===== config.mk =====
export PLATFORM = sky130hd
export DESIGN_NAME = stcr_div
export DESIGN_NICKNAME = d
export VERILOG_FILES = /design/src/hw/rtl/stcr_pkg.sv /design/src/hw/rtl/stcr_div.sv
export SDC_FILE = /design/constraint.sdc
export NUM_CORES = 1
export LEC_CHECK = 0
export ABC_AREA = 1
export BUFFER_PORTS_ARGS = -buffer_cell sky130_fd_sc_hd__buf_2
export CAP_MARGIN = 25
export CELL_PAD_IN_SITES_DETAIL_PLACEMENT = 1
export CELL_PAD_IN_SITES_GLOBAL_PLACEMENT = 1
export CORE_MARGIN = 5
export CORE_UTILIZATION = 45
export CTS_CLUSTER_SIZE = 16
export DETAILED_ROUTE_END_ITERATION = 10
export GPL_TIMING_DRIVEN = 1
export PLACE_DENSITY = 0.94
export SYNTH_ARGS = -nofsm -noshare
export SYNTH_HDL_FRONTEND = slang
export SYNTH_SLANG_ARGS = --single-unit

===== constraint.sdc =====
create_clock -name clk_i -period 5.65 [get_ports clk_i]
set_clock_uncertainty 0.2 [all_clocks]
set_input_delay 0.8475 -clock clk_i [delete_from_list [all_inputs] [get_ports clk_i]]
set_output_delay 0.8475 -clock clk_i [all_outputs]
set_load 0.005 [all_outputs]

===== src/hw/rtl/stcr_pkg.sv =====
`default_nettype none
// ----------------------------------------------------------------------------
// stcr_pkg
// Shared constants, codes and the glyph ROM for the scrolling text renderer.
// ----------------------------------------------------------------------------
package stcr_pkg;

  localparam int MAX_CHARS   = 32;
  localparam int BOARD_COLS  = 8;
  localparam int GLYPH_ROWS  = 5;
  localparam int GLYPH_MAX_W = 5;
  localparam int GAP_COLS    = 1;
  localparam int MS_PER_S    = 1000;

  localparam int IDX_W   = (MAX_CHARS > 1) ? $clog2(MAX_CHARS) : 1;
  localparam int LEN_W   = $clog2(MAX_CHARS + 1);
  localparam int X_W     = (BOARD_COLS > 1) ? $clog2(BOARD_COLS) : 1;
  localparam int TW_W    = $clog2(MAX_CHARS * (GLYPH_MAX_W + GAP_COLS) + 1);
  localparam int POS_W   = TW_W + 1;            // signed text column
  localparam int NUM_W   = 32;                  // dividend width of the remainder unit
  localparam int DEN_W   = 10;                  // divisor width of the remainder unit
  localparam int SEC_W   = 23;                  // whole seconds of a 32-bit ms count
  localparam int FRAC_W  = 18;                  // leftover ms times scroll_speed
  localparam int CFG_IDX_W = 2;
  localparam int CFG_DAT_W = 24;

  // Divide by 1000 as a shift by 3 and a multiply by ceil(2^36 / 125)
  localparam int          MS_RECIP_SH = 36;
  localparam logic [29:0] MS_RECIP    = 30'd549755814;

  // Action codes
  localparam logic [1:0] ACT_CLEAR  = 2'd0;
  localparam logic [1:0] ACT_APPEND = 2'd1;
  localparam logic [1:0] ACT_RENDER = 2'd2;

  // Register indexes
  localparam logic [CFG_IDX_W-1:0] REG_TEXT_COLOR   = 2'd0;
  localparam logic [CFG_IDX_W-1:0] REG_SCROLL_SPEED = 2'd1;

  typedef enum logic [2:0] {
    ST_IDLE,
    ST_SEC,
    ST_FRAC,
    ST_SUM,
    ST_MOD_GO,
    ST_MOD_WAIT,
    ST_FETCH,
    ST_EMIT
  } state_e;

  typedef struct packed {
    logic [2:0]                       w;
    logic [GLYPH_ROWS-1:0][GLYPH_MAX_W-1:0] rows;   // rows[y], bit 4 is leftmost
  } glyph_t;

  // Whole seconds of a millisecond count; exact for every 32-bit input.
  function automatic logic [SEC_W-1:0] ms_to_sec(input logic [31:0] v);
    logic [58:0] p;
    p = 59'(v[31:3]) * 59'(MS_RECIP);
    return p[58:MS_RECIP_SH];
  endfunction

  function automatic glyph_t gl(input logic [2:0] w, input logic [4:0] b0,
                                input logic [4:0] b1, input logic [4:0] b2,
                                input logic [4:0] b3, input logic [4:0] b4);
    glyph_t g;
    g.w       = w;
    g.rows[0] = b0;
    g.rows[1] = b1;
    g.rows[2] = b2;
    g.rows[3] = b3;
    g.rows[4] = b4;
    return g;
  endfunction

  // Glyph ROM; anything not listed draws as a question mark.
  function automatic glyph_t font_lookup(input logic [7:0] ch);
    glyph_t g;
    case (ch)
      "A": g = gl(3'd4, 5'h0C, 5'h12, 5'h1E, 5'h12, 5'h12);
      "B": g = gl(3'd4, 5'h1C, 5'h12, 5'h1C, 5'h12, 5'h1C);
      "C": g = gl(3'd4, 5'h0E, 5'h10, 5'h10, 5'h10, 5'h0E);
      "D": g = gl(3'd4, 5'h1C, 5'h12, 5'h12, 5'h12, 5'h1C);
      "E": g = gl(3'd3, 5'h1C, 5'h10, 5'h18, 5'h10, 5'h1C);
      "F": g = gl(3'd3, 5'h1C, 5'h10, 5'h18, 5'h10, 5'h10);
      "G": g = gl(3'd4, 5'h0E, 5'h10, 5'h16, 5'h12, 5'h0E);
      "H": g = gl(3'd4, 5'h12, 5'h12, 5'h1E, 5'h12, 5'h12);
      "I": g = gl(3'd3, 5'h1C, 5'h08, 5'h08, 5'h08, 5'h1C);
      "J": g = gl(3'd4, 5'h06, 5'h02, 5'h02, 5'h12, 5'h0C);
      "K": g = gl(3'd4, 5'h12, 5'h14, 5'h18, 5'h14, 5'h12);
      "L": g = gl(3'd3, 5'h10, 5'h10, 5'h10, 5'h10, 5'h1C);
      "M": g = gl(3'd5, 5'h11, 5'h1B, 5'h15, 5'h11, 5'h11);
      "N": g = gl(3'd4, 5'h12, 5'h1A, 5'h16, 5'h12, 5'h12);
      "O": g = gl(3'd4, 5'h0C, 5'h12, 5'h12, 5'h12, 5'h0C);
      "P": g = gl(3'd4, 5'h1C, 5'h12, 5'h1C, 5'h10, 5'h10);
      "Q": g = gl(3'd4, 5'h0C, 5'h12, 5'h12, 5'h14, 5'h0A);
      "R": g = gl(3'd4, 5'h1C, 5'h12, 5'h1C, 5'h14, 5'h12);
      "S": g = gl(3'd4, 5'h0E, 5'h10, 5'h0C, 5'h02, 5'h1C);
      "T": g = gl(3'd3, 5'h1C, 5'h08, 5'h08, 5'h08, 5'h08);
      "U": g = gl(3'd4, 5'h12, 5'h12, 5'h12, 5'h12, 5'h0C);
      "V": g = gl(3'd3, 5'h14, 5'h14, 5'h14, 5'h14, 5'h08);
      "W": g = gl(3'd5, 5'h11, 5'h11, 5'h15, 5'h1B, 5'h11);
      "X": g = gl(3'd3, 5'h14, 5'h14, 5'h08, 5'h14, 5'h14);
      "Y": g = gl(3'd3, 5'h14, 5'h14, 5'h08, 5'h08, 5'h08);
      "Z": g = gl(3'd4, 5'h1E, 5'h02, 5'h0C, 5'h10, 5'h1E);
      " ": g = gl(3'd2, 5'h00, 5'h00, 5'h00, 5'h00, 5'h00);
      "!": g = gl(3'd1, 5'h10, 5'h10, 5'h10, 5'h00, 5'h10);
      "0": g = gl(3'd3, 5'h1C, 5'h14, 5'h14, 5'h14, 5'h1C);
      "1": g = gl(3'd3, 5'h08, 5'h18, 5'h08, 5'h08, 5'h1C);
      "2": g = gl(3'd3, 5'h18, 5'h04, 5'h08, 5'h10, 5'h1C);
      "3": g = gl(3'd3, 5'h18, 5'h04, 5'h08, 5'h04, 5'h18);
      "4": g = gl(3'd3, 5'h14, 5'h14, 5'h1C, 5'h04, 5'h04);
      "5": g = gl(3'd3, 5'h1C, 5'h10, 5'h18, 5'h04, 5'h18);
      "6": g = gl(3'd3, 5'h0C, 5'h10, 5'h1C, 5'h14, 5'h1C);
      "7": g = gl(3'd3, 5'h1C, 5'h04, 5'h08, 5'h08, 5'h08);
      "8": g = gl(3'd3, 5'h1C, 5'h14, 5'h1C, 5'h14, 5'h1C);
      "9": g = gl(3'd3, 5'h1C, 5'h14, 5'h1C, 5'h04, 5'h18);
      "-": g = gl(3'd3, 5'h00, 5'h00, 5'h1C, 5'h00, 5'h00);
      ".": g = gl(3'd1, 5'h00, 5'h00, 5'h00, 5'h00, 5'h10);
      default: g = gl(3'd3, 5'h18, 5'h04, 5'h08, 5'h00, 5'h08);
    endcase
    return g;
  endfunction

endpackage
`default_nettype wire


===== src/hw/rtl/stcr_div.sv =====
`default_nettype none
// ----------------------------------------------------------------------------
// stcr_div
// Bit-serial restoring remainder unit, one dividend bit per cycle.
// ----------------------------------------------------------------------------
module stcr_div (
  input  wire logic                      clk_i,
  input  wire logic                      rst_ni,
  input  wire logic                      start_i,
  input  wire logic [stcr_pkg::NUM_W-1:0] dividend_i,
  input  wire logic [stcr_pkg::DEN_W-1:0] divisor_i,
  output logic                           done_o,
  output logic [stcr_pkg::DEN_W-1:0]     remainder_o
);
  import stcr_pkg::*;

  localparam int CNT_W = $clog2(NUM_W);

  logic             run_q;
  logic             done_q;
  logic [CNT_W-1:0] cnt_q;
  logic [NUM_W-1:0] quo_q;
  logic [DEN_W-1:0] rem_q;
  logic [DEN_W-1:0] den_q;
  logic [DEN_W:0]   trial;
  logic [DEN_W:0]   diff;
  logic             ge;

  assign trial = {rem_q, quo_q[NUM_W-1]};
  assign diff  = trial - {1'b0, den_q};
  assign ge    = (trial >= {1'b0, den_q});

  always_ff @(posedge clk_i or negedge rst_ni) begin
    if (!rst_ni) begin
      run_q  <= 1'b0;
      done_q <= 1'b0;
      cnt_q  <= '0;
    end else begin
      done_q <= 1'b0;
      if (start_i) begin
        run_q <= 1'b1;
        cnt_q <= '0;
      end else if (run_q) begin
        cnt_q <= cnt_q + 1'b1;
        if (cnt_q == CNT_W'(NUM_W - 1)) begin
          run_q  <= 1'b0;
          done_q <= 1'b1;
        end
      end
    end
  end

  always_ff @(posedge clk_i) begin
    if (start_i) begin
      quo_q <= dividend_i;
      rem_q <= '0;
      den_q <= divisor_i;
    end else if (run_q) begin
      quo_q <= {quo_q[NUM_W-2:0], ge};
      rem_q <= ge ? diff[DEN_W-1:0] : trial[DEN_W-1:0];
    end
  end

  assign done_o      = done_q;
  assign remainder_o = rem_q;

endmodule
`default_nettype wire


# Yosys cells after proc, flatten, opt, wreduce, memory -nomap -nowiden
# Cells that the tools add are included.
# op_classes
addsub	2
order_cmp	1
eq_ne	1
muxes	11
n_reduce_logical	1
# ops
cell	count
$mux 32	2
$ge 11x10->1	1
$mux 10	1
$mux 5	2
$sub 10x10->10	1
$mux 1	6
$add 5x1->5 const B	1
$eq 5x5->1 const B	1
$reduce_bool 2->1	1
# totals
regBits	59
output_inout_bits	11

# Depth between registers and ports, before layout
# Gate-level depths: netlist (run 1).
# logic_depth
depth_word	4
ltp_mapped	13
mapped_depth_nobuf	13

# Worst setup path after synthesis (run 1)
# Ideal clock, no wire load.
# synth_timing
path_type	input -> register
startpoint	in start_i
endpoint	reg quo_q[0] (enable)
arrival_ns	1.865
slack_ns	3.194
cell_stages	3
path_cell_list	buf_2 > nor2_1 > inv_1
# synth_between
elab_chain_cells	1
# synth_rtl
element	line_no	rtl
from (decl)	stcr_div.sv:9	input wire logic start_i,
$reduce_bool 2->1 (no source line)	-	
to (signal assigned)	stcr_div.sv:55	quo_q <= dividend_i;
to (signal assigned)	stcr_div.sv:59	quo_q <= {quo_q[NUM_W-2:0], ge};
to (decl)	stcr_div.sv:22	logic [NUM_W-1:0] quo_q;
# No other way between the ends.
# A chain may end at the register's enable or synchronous reset.

# Final worst setup path (run 1)
# layout_timing
startpoint	in start_i
endpoint	reg quo_q[14], data pin
# layout_between
elab_chain_cells	1
# layout_rtl
element	line_no	rtl
$mux 32	stcr_div.sv:54	if (start_i) begin
# No other way between the ends.

==> results.yml, run 1 <==
run_status:
  outcome: "completed"
clocking:
  path_clk_slew_ps: 80
  clkSinkCount: 59
  cts_buffers: 9
  clkLatencyLatePin_ps: 350
  ctsHoldBuffers: 0
  cts_tree: "built"
  htree_levels: 3
  clock_path_buffers: 2
  ctsRootBufferMaster: "clkbuf_8"
  post-cts-setup-buffers: 0
  ctsResizeCount: 0
power_and_ir_drop:
  p_seq_share_pct: 35.1
  switching_share_pct: 37.6
  switchingPower_uw: 626
  powerDensity_nw_per_um2: 448
  p_int_uw: 1040
  p_leak_uw: 0.00191
  ir_drop_v: 0.000148
  pwr-share-comb_pct: 37.0
  clock_power_share_pct: 27.9
global_route:
  grt_max_degree: 49
  track_usage_pct: 21.6
  grt-ovfl-total: 0
  grt_pass1_wl_um: 14400
  grt_antenna_before_repair: 0
  grt_pass1_vias: 2958
timing:
  fin_crit_ps: 3070
  tightest_slew_ps: 988
  slew_headroom_pct: 33.9
  hold_viol_final: 0
  fmax_mhz: 326
  setup_violations: 0
  slew_viol_final: 0
  period_share_pct: 54.3
  grt_setup_unrepaired: "no"
  tns_ps: 0
detailed_routing:
  routed-via-count: 2682
  drt-pass1-iter-count: 4
  first_iter_violations: 110
  wl_um: 8960
  route.detailed.drc: 0
  vias_per_cell: 5.11
  postRouteAntennaNets: 0
  wl_per_cell_um: 17.1
cells_and_area:
  drive_gt1_share_pct: 21.0
  fin_nets: 482
  n_antenna_cell: 0
  area_growth_pct: 18.0
  fillCellCount: 833
  utilization_pct: 54.7
synth:
  ys_warn_count: 0
  syn-instance-count: 368
  synthDistinctLibCells: 37
  synth.avg_cell_area_sq_um: 8.55
  ys_seq_area_share_pct: 52.0
  synth-edff-count: 42
  syn_area_sq_um: 3150
  synth_fp_nets: 426
  asyncSetResetFlopFracSynth_pct: 11.9
  synth_flop_cell: "edfxtp_1"
  ys_seq_elements: 59
critical_path:
  arrival_ps: 2960
  crit_path_end_kind: "flop"
  rr_startpoint: "den_q[5]"
  cp_max_fo: 48
  critPathKind: "in -> reg"
  worstPathRequired_ps: 5550
  reg2reg_slack_ps: 3030
  ff2ff_path_depth: 11
  r2r-end: "remainder_o[3]"
  crit_path_start_kind: "input pin"
worst_hold_path:
  hold_path_class: "in -> async"
floorplanning:
  coreArea_sq_um: 6790
  start_util_pct: 46.3
  die_area_sq_um: 8770
  die_y_um: 93.6
  ios: 56
  die_w_um: 93.6
  fp-row-count: 30
place:
  io_buffers: 55
  place_hpwl_um: 6340
  gp_congestion: 0.797
flow_run:
  maxCapViolations: 0
==> per-layer routing <==
layer | GRT usage, % | share of wire (%)
met1 | 24.0 | 40
met2 | 40.3 | 55
met3 | 3.46 | 3.5
met4 | 9.75 | 2.0
met5 | 0 | 0
==> cell type report <==
cell class | count | area, sq um | area share (%)
sequential | 59 | 1640 | 44.1
multi-input combinational | 253 | 1270 | 34.2
timing repair buffer | 56 | 283 | 7.61
inverter | 45 | 169 | 4.55
clock buffer | 11 | 153 | 4.11
tap | 96 | 120 | 3.23
clock inverter | 5 | 83.8 | 2.26
==> power by group through the flow <==
| stage | sequential (uW) | clock [uW] | combinational, uW |
|---|---|---|---|
| after global routing | 592 | 486 | 688 |
| after floorplan | 580 | 0 | 451 |
| after global placement | 589 | 0 | 569 |
| after CTS | 585 | 471 | 622 |
| final | 585 | 465 | 617 |
| after detailed placement | 593 | 0 | 605 |
==> worst max-delay path by stage <==
stage	from	end	slack, ps
after detailed placement	start_i	quo_q[12]	2230
after CTS	start_i	quo_q[14]	2570
after global routing	start_i	quo_q[14]	2310
after floorplan	start_i	quo_q[0]	3190
after global placement	start_i	quo_q[0]	2360
final	start_i	quo_q[14]	2580
==> per-stage QoR <==
stage | setup slack (ps) | total power (uW) | instances | cell area, sq um | hold WS (ps)
3_3_place_gp | 2360 | 1160 | 509 | 3480 | 289
2_1_floorplan | 3190 | 1030 | 368 | 3150 | 272
4_1_cts | 2570 | 1680 | 525 | 3710 | 114
6_report | 2580 | 1670 | 525 | 3710 | 121
5_1_grt | 2310 | 1770 | 525 | 3710 | 131
3_5_place_dp | 2230 | 1200 | 509 | 3480 | 301
==> synthesized netlist by cell type (3+ instances only) <==
| cell | count | area share, % |
|---|---|---|
| nand3_2 | 6 | 1.9 |
| dfxtp_1 | 10 | 6.4 |
| nand3_1 | 18 | 2.9 |
| nand2_2 | 3 | 0.60 |
| o21ai_1 | 4 | 0.64 |
| clkbuf_1 | 5 | 0.60 |
| ha_1 | 12 | 4.8 |
| nand3b_2 | 3 | 1.1 |
| nor2_1 | 13 | 1.6 |
| o21ai_0 | 3 | 0.48 |
| a21oi_1 | 3 | 0.48 |
| edfxtp_1 | 42 | 40 |
| nand2_1 | 163 | 19 |
| inv_1 | 44 | 5.2 |
| nor3_1 | 5 | 0.79 |
| dfrtp_1 | 7 | 5.6 |
==> state kept, by name, summed over array words and instances (netlist names) <==
register and cells:
remainder_o 10, den_q 10, run_q 1, quo_q 32
cnt_q 5, done_o 1
==> layout by cell type (no fill, tap or decap), types with 2 or more instances in the layout <==
cell        synthesis  final
edfxtp_1           42     42
inv_1              44     44
a21oi_1             3      3
nor2_2              2      2
clkinvlp_4          0      2
ha_1               12     12
nand3b_1            2      2
nand4_1             2      2
o21ai_1             4      4
clkbuf_8            0      9
nand2_2             3      3
buf_2               1     55
a31oi_1             2      2
nand3_2             6      6
nand2_1           163    163
nand3b_2            3      3
dfrtp_1             7      7
bufinv_16           0      2
o21ai_0             3      3
xor2_1              2      2
nor2_1             13     13
nor3_1              5      5
nand3_1            18     18
dfxtp_1            10     10
==> critical path, stage by stage <==
cell	delay, ps
buf_2	660
clkinv_1	1000
nand2_1	340
nand2_1	90
==> cells by family (layout without fill, tap and decap cells) <==
kind of cell | Yosys count | in the layout | synth area share [%]
xor+xnor | 3 | 3 | 0.835
simple gates | 221 | 221 | 30.8
flops | 59 | 59 | 52.0
compound gates | 16 | 16 | 3.34
buf+inv | 56 | 117 | 7.67
fa+ha+maj | 13 | 13 | 5.41
No activity file was read; power rests on OpenSTA's default activity.
==> inputs of run 2 (changes only) <==
- CORE_UTILIZATION: 45 -> 38
- PLACE_DENSITY: 0.94 -> 0.85
- clock period: 5.65 -> 2.45 ns (I/O delays scaled with it)
==> run 2 against run 1 <==
Against the previous run: combinational power up 130%; via count down 2.3%; critical path depth up 9; die area up 16%; hold slack worse by 32 ps; routed wire length down 11%; worst setup slack worse by 2400 ps; count of clock-buffer cells in the layout down 2; sequential power up 130%; largest cell class unchanged; largest power group unchanged.
==> results.yml, run 2 (same netlist as run 1, synthesis figures left out) <==
run_status:
  outcome: "completed"
cells_and_area:
  fillCellCount: 988
  final_cell_mix: "163 x nand2_1, 55 x buf_2, 44 x inv_1"
  largest_reg_flops: 32
  final_common_cell: "nand2_1"
  drive_gt1_share_pct: 22.1
  regArea_sq_um: 1640
  area_growth_pct: 23.1
  multi_input_area_sq_um: 1270
  top_register: "quo_q"
  n_antenna_cell: 0
  fin_nets: 501
global_route:
  track_usage_pct: 17.0
  grt_antenna_before_repair: 0
  grt_pass1_wl_um: 13600
  grt_pass1_vias: 2912
  grt_max_degree: 31
  grt-ovfl-total: 0
critical_path:
  crit_path_start_kind: "flop"
  reg2reg_slack_ps: 190
  rr_startpoint: "quo_q[31]"
  ff2ff_path_depth: 13
  crit_path_end_kind: "flop"
  arrival_ps: 2350
  worstPathRequired_ps: 2540
  cp_max_fo: 4
  r2r-end: "remainder_o[8]"
  critPathKind: "reg -> reg"
worst_hold_path:
  hold_end: "quo_q[5]"
  hp-start: "dividend_i[5]"
  hold_path_class: "in -> reg"
  hold_depth: 3
clocking:
  clkSinkCount: 59
  clkLatencyLatePin_ps: 350
  ctsResizeCount: 0
  post-cts-setup-buffers: 0
  path_clk_slew_ps: 80
  cts_tree: "built"
  htree_levels: 3
  ctsHoldBuffers: 11
  ctsRootBufferMaster: "clkbuf_8"
  cts_buffers: 9
  clock_path_buffers: 2
detailed_routing:
  wl_um: 8000
  postRouteAntennaNets: 0
  vias_per_cell: 4.74
  drt-pass1-iter-count: 4
  first_iter_violations: 71
  routed-via-count: 2621
  route.detailed.drc: 0
  wl_per_cell_um: 14.5
timing:
  hold_viol_final: 0
  tightest_slew_ps: 489
  slew_headroom_pct: 67.3
  grt_setup_unrepaired: "no"
  tns_ps: 0
  period_share_pct: 92.1
  fmax_mhz: 443
  fin_crit_ps: 2260
  timing.final.ws_setup_ps: 193
  slew_viol_final: 0
  setup_violations: 0
power_and_ir_drop:
  ir_drop_v: 0.000314
  powerDensity_nw_per_um2: 975
  p_leak_uw: 0.00199
floorplanning:
  fp-row-count: 33
  die_w_um: 101
  coreArea_sq_um: 8130
  start_util_pct: 38.7
  ios: 56
  die_y_um: 101
  die_area_sq_um: 10200
place:
  pre_cts_slack_ps: 301
  place_hpwl_um: 5940
  io_buffers: 55
  gp_congestion: 0.833
flow_run:
  maxCapViolations: 0
run 2: changes by cell type in the layout (fill, tap and decap cells not counted), sizes merged:
cell,change
dlygate4sd3,+11
clkinv,+1
clkinvlp,+1
buf,+8
clkbuf,-2
run 2: how the worst max path moves through the flow:
stage | start | end | slack, ps | cells past startpoint
2_1_floorplan | start_i | quo_q[0] | 470 | 3
3_3_place_gp | quo_q[31] | remainder_o[8] | 370 | 13
3_5_place_dp | quo_q[31] | remainder_o[8] | 300 | 13
4_1_cts | quo_q[31] | remainder_o[8] | 200 | 13
5_1_grt | quo_q[31] | remainder_o[8] | 50 | 13
6_report | quo_q[31] | remainder_o[8] | 190 | 13
run 2: cell type report:
type / count / share of cell area [%]
sequential: 59 / 42.2
multi-input combinational: 253 / 32.8
timing repair buffer: 75 / 11.7
inverter: 45 / 4.36
tap: 105 / 3.39
clock buffer: 9 / 3.20
clock inverter: 7 / 2.39
run 2: power by group:
part	total (uW)	switching (uW)	internal, uW
Clock	1000	434	568
Sequential	1340	108	1230
Combinational	1440	863	578
run 2: metal layers:
| layer | GRT usage, % | part of all wire [%] | vias up | routed length [um] |
|---|---|---|---|---|
| met1 | 20.3 | 44 | 1233 | 3510 |
| met3 | 3.74 | 4.8 | 11 | 384 |
| li1 | - | - | 1317 | - |
| met2 | 29.4 | 50 | 60 | 3990 |
| met4 | 7.06 | 1.4 | 0 | 115 |
| met5 | 0 | 0 | - | 0 |
run 2: worst max-delay path: stages, from the launching register on:
cell and delay [ps]:
edfxtp_1 390, inv_1 130, ha_1 180, inv_1 100, fa_1 440, inv_1 80
nor2_1 50, nor2_1 190, o21ai_0 110, nand2_1 70, nand2_1 60, nand2_1 70
nand3_1 80, nand2_1 80
run 2: per-stage QoR:
| stage | hold slack [ps] | total power, uW | util (%) | std cells | area (sq um) |
|---|---|---|---|---|---|
| 2_1_floorplan | -128 | 2380 | - | 368 | 3150 |
| 3_3_place_gp | 7.42 | 2720 | 43.6 | 526 | 3550 |
| 3_5_place_dp | 4.09 | 2790 | 43.6 | 526 | 3550 |
| 4_1_cts | 82.4 | 3810 | 47.7 | 553 | 3880 |
| 5_1_grt | 82.7 | 4050 | 47.7 | 553 | 3880 |
| 6_report | 88.2 | 3780 | 47.7 | 553 | 3880 |
==> inputs of run 3 (changes only) <==
- BUFFER_PORTS_ARGS: -buffer_cell sky130_fd_sc_hd__buf_2 -> default
- CORE_UTILIZATION: 38 -> 43
- DONT_BUFFER_PORTS: default -> 1
- SLEW_MARGIN: default -> 5
==> run 3 against run 2 <==
Against the previous run: via count shrank 4.3%; global-route usage grew 2.5 points; hold slack lost 62 ps; die area shrank 11%; sequential power is essentially flat; power shrank 1.3%; routed wire length grew 3.0%; critical path depth shrank 4; non-clock buffer count shrank 38; register-to-register slack gained 110 ps; sequential share of layout area grew 1.1 points; sequential cell count is the same.
==> results.yml, run 3 (same netlist as run 1, synthesis figures left out) <==
critical_path:
  crit_top_cell: "nand2_2"
  crit_path_start_kind: "flop"
  crit_path_end_kind: "flop"
  path_cells: "ha_1 -> or2_1 -> nand3_2 -> nand2_2 -> nand2_4 -> nand2_2 -> nand2_1 -> nand3_1 -> o21ai_1"
  critPathKind: "reg -> reg"
  cp_max_fo: 13
  critical-path-slowest-cell: "ha_1"
  arrival_ps: 2220
  critPathMaxStageDelay_ps: 420
  worstPathRequired_ps: 2520
timing:
  fmax_mhz: 466
  period_share_pct: 87.6
  tightest_slew_ps: 322
  hold_viol_final: 0
  setup_violations: 0
  slew_viol_final: 0
  fin_crit_ps: 2150
  tns_ps: 0
  grt_setup_unrepaired: "no"
  whs_ps: 25.8
  slew_headroom_pct: 78.5
clocking:
  cts_buffers: 9
  post-cts-setup-buffers: 0
  clock_path_buffers: 2
  clkSinkCount: 59
  cts_tree: "built"
  ctsResizeCount: 0
  ctsRootBufferMaster: "clkbuf_8"
  path_clk_slew_ps: 80
  htree_levels: 3
  ctsHoldBuffers: 27
  clkLatencyLatePin_ps: 350
global_route:
  grt_pass1_wl_um: 13200
  grt-ovfl-total: 0
  track_usage_pct: 19.5
  grt_antenna_before_repair: 0
  grt_max_degree: 35
  grt_pass1_vias: 2764
place:
  place_hpwl_um: 5600
  dp_cells: 463
  io_buffers: 0
  gp_congestion: 0.890
detailed_routing:
  wl_um: 8240
  first_iter_violations: 77
  route.detailed.drc: 0
  routed-via-count: 2509
  drt-pass1-iter-count: 4
  wl_per_cell_um: 16.2
  postRouteAntennaNets: 0
  vias_per_cell: 4.93
cells_and_area:
  area_growth_pct: 20.1
  largest_reg_flops: 32
  n_antenna_cell: 0
  fin_nets: 463
  final_cell_mix: "163 x nand2_1, 44 x inv_1, 42 x edfxtp_1"
  final_common_cell: "nand2_1"
  drive_gt1_share_pct: 10.5
  utilization_pct: 52.7
  instances_no_fill: 509
  top_register: "quo_q"
run_status:
  outcome: "completed"
floorplanning:
  die_area_sq_um: 9130
  die_y_um: 95.6
  fp-row-count: 31
  start_util_pct: 43.9
  ios: 56
  coreArea_sq_um: 7180
  die_w_um: 95.6
power_and_ir_drop:
  powerDensity_nw_per_um2: 987
  p_leak_uw: 0.00183
  ir_drop_v: 0.000612
  power_uw: 3730
flow_run:
  maxCapViolations: 0
worst_hold_path:
  hold_path_class: "in -> reg"
## run 3: cell count changes in the layout (fill, tap and decap cells not counted), sizes merged
cell	change
dlygate4sd3	+18
clkinv	-2
buf	-56
inv	+2
## run 3: layer usage
metal	routed length, um	share of wire, %	track usage (%)
met3	438	5.3	6.31
met1	3360	41	22.5
met2	4350	53	33.6
met4	87	1.1	7.11
met5	0	0	0
## run 3: final timing paths
check	startpoint	to	slack, ps	cells after the start
max	remainder_o[1]	remainder_o[3]	300	9
min	dividend_i[30]	quo_q[30]	30	2
max reg2reg	remainder_o[1]	remainder_o[3]	300	9
min reg2reg	quo_q[14]	quo_q[15]	320	2
max in group asynchronous	rst_ni	cnt_q[4]	1660	1
min in group asynchronous	rst_ni	run_q	150	1
## run 3: critical path: cells and delay by family, from the launching register on
family / cells / cell delay (ps)
DFF: 1 / 360
adders and majority gates: 1 / 420
AOI/OAI and AO/OA: 1 / 80
and+or+nand+nor: 7 / 1000
## run 3: where the power goes
group / total (uW) / internal, uW / switching, uW
sequential: 1370 / 1230 / 143
clock: 1000 / 579 / 424
combinational: 1360 / 530 / 826
## run 3: through the flow
step / worst slack [ps] / area, sq um
2_1_floorplan: 474 / 3150
3_3_place_gp: 348 / 3250
3_5_place_dp: 316 / 3250
4_1_cts: 288 / 3750
5_1_grt: 157 / 3780
6_report: 304 / 3780
## run 3: final cells by class
type	count	area (sq um)
multi-input combinational	253	1270
sequential	59	1640
clock inverter	7	100
timing repair buffer	37	358
tap	99	124
fill	844	3390
clock buffer	9	124
inverter	45	169
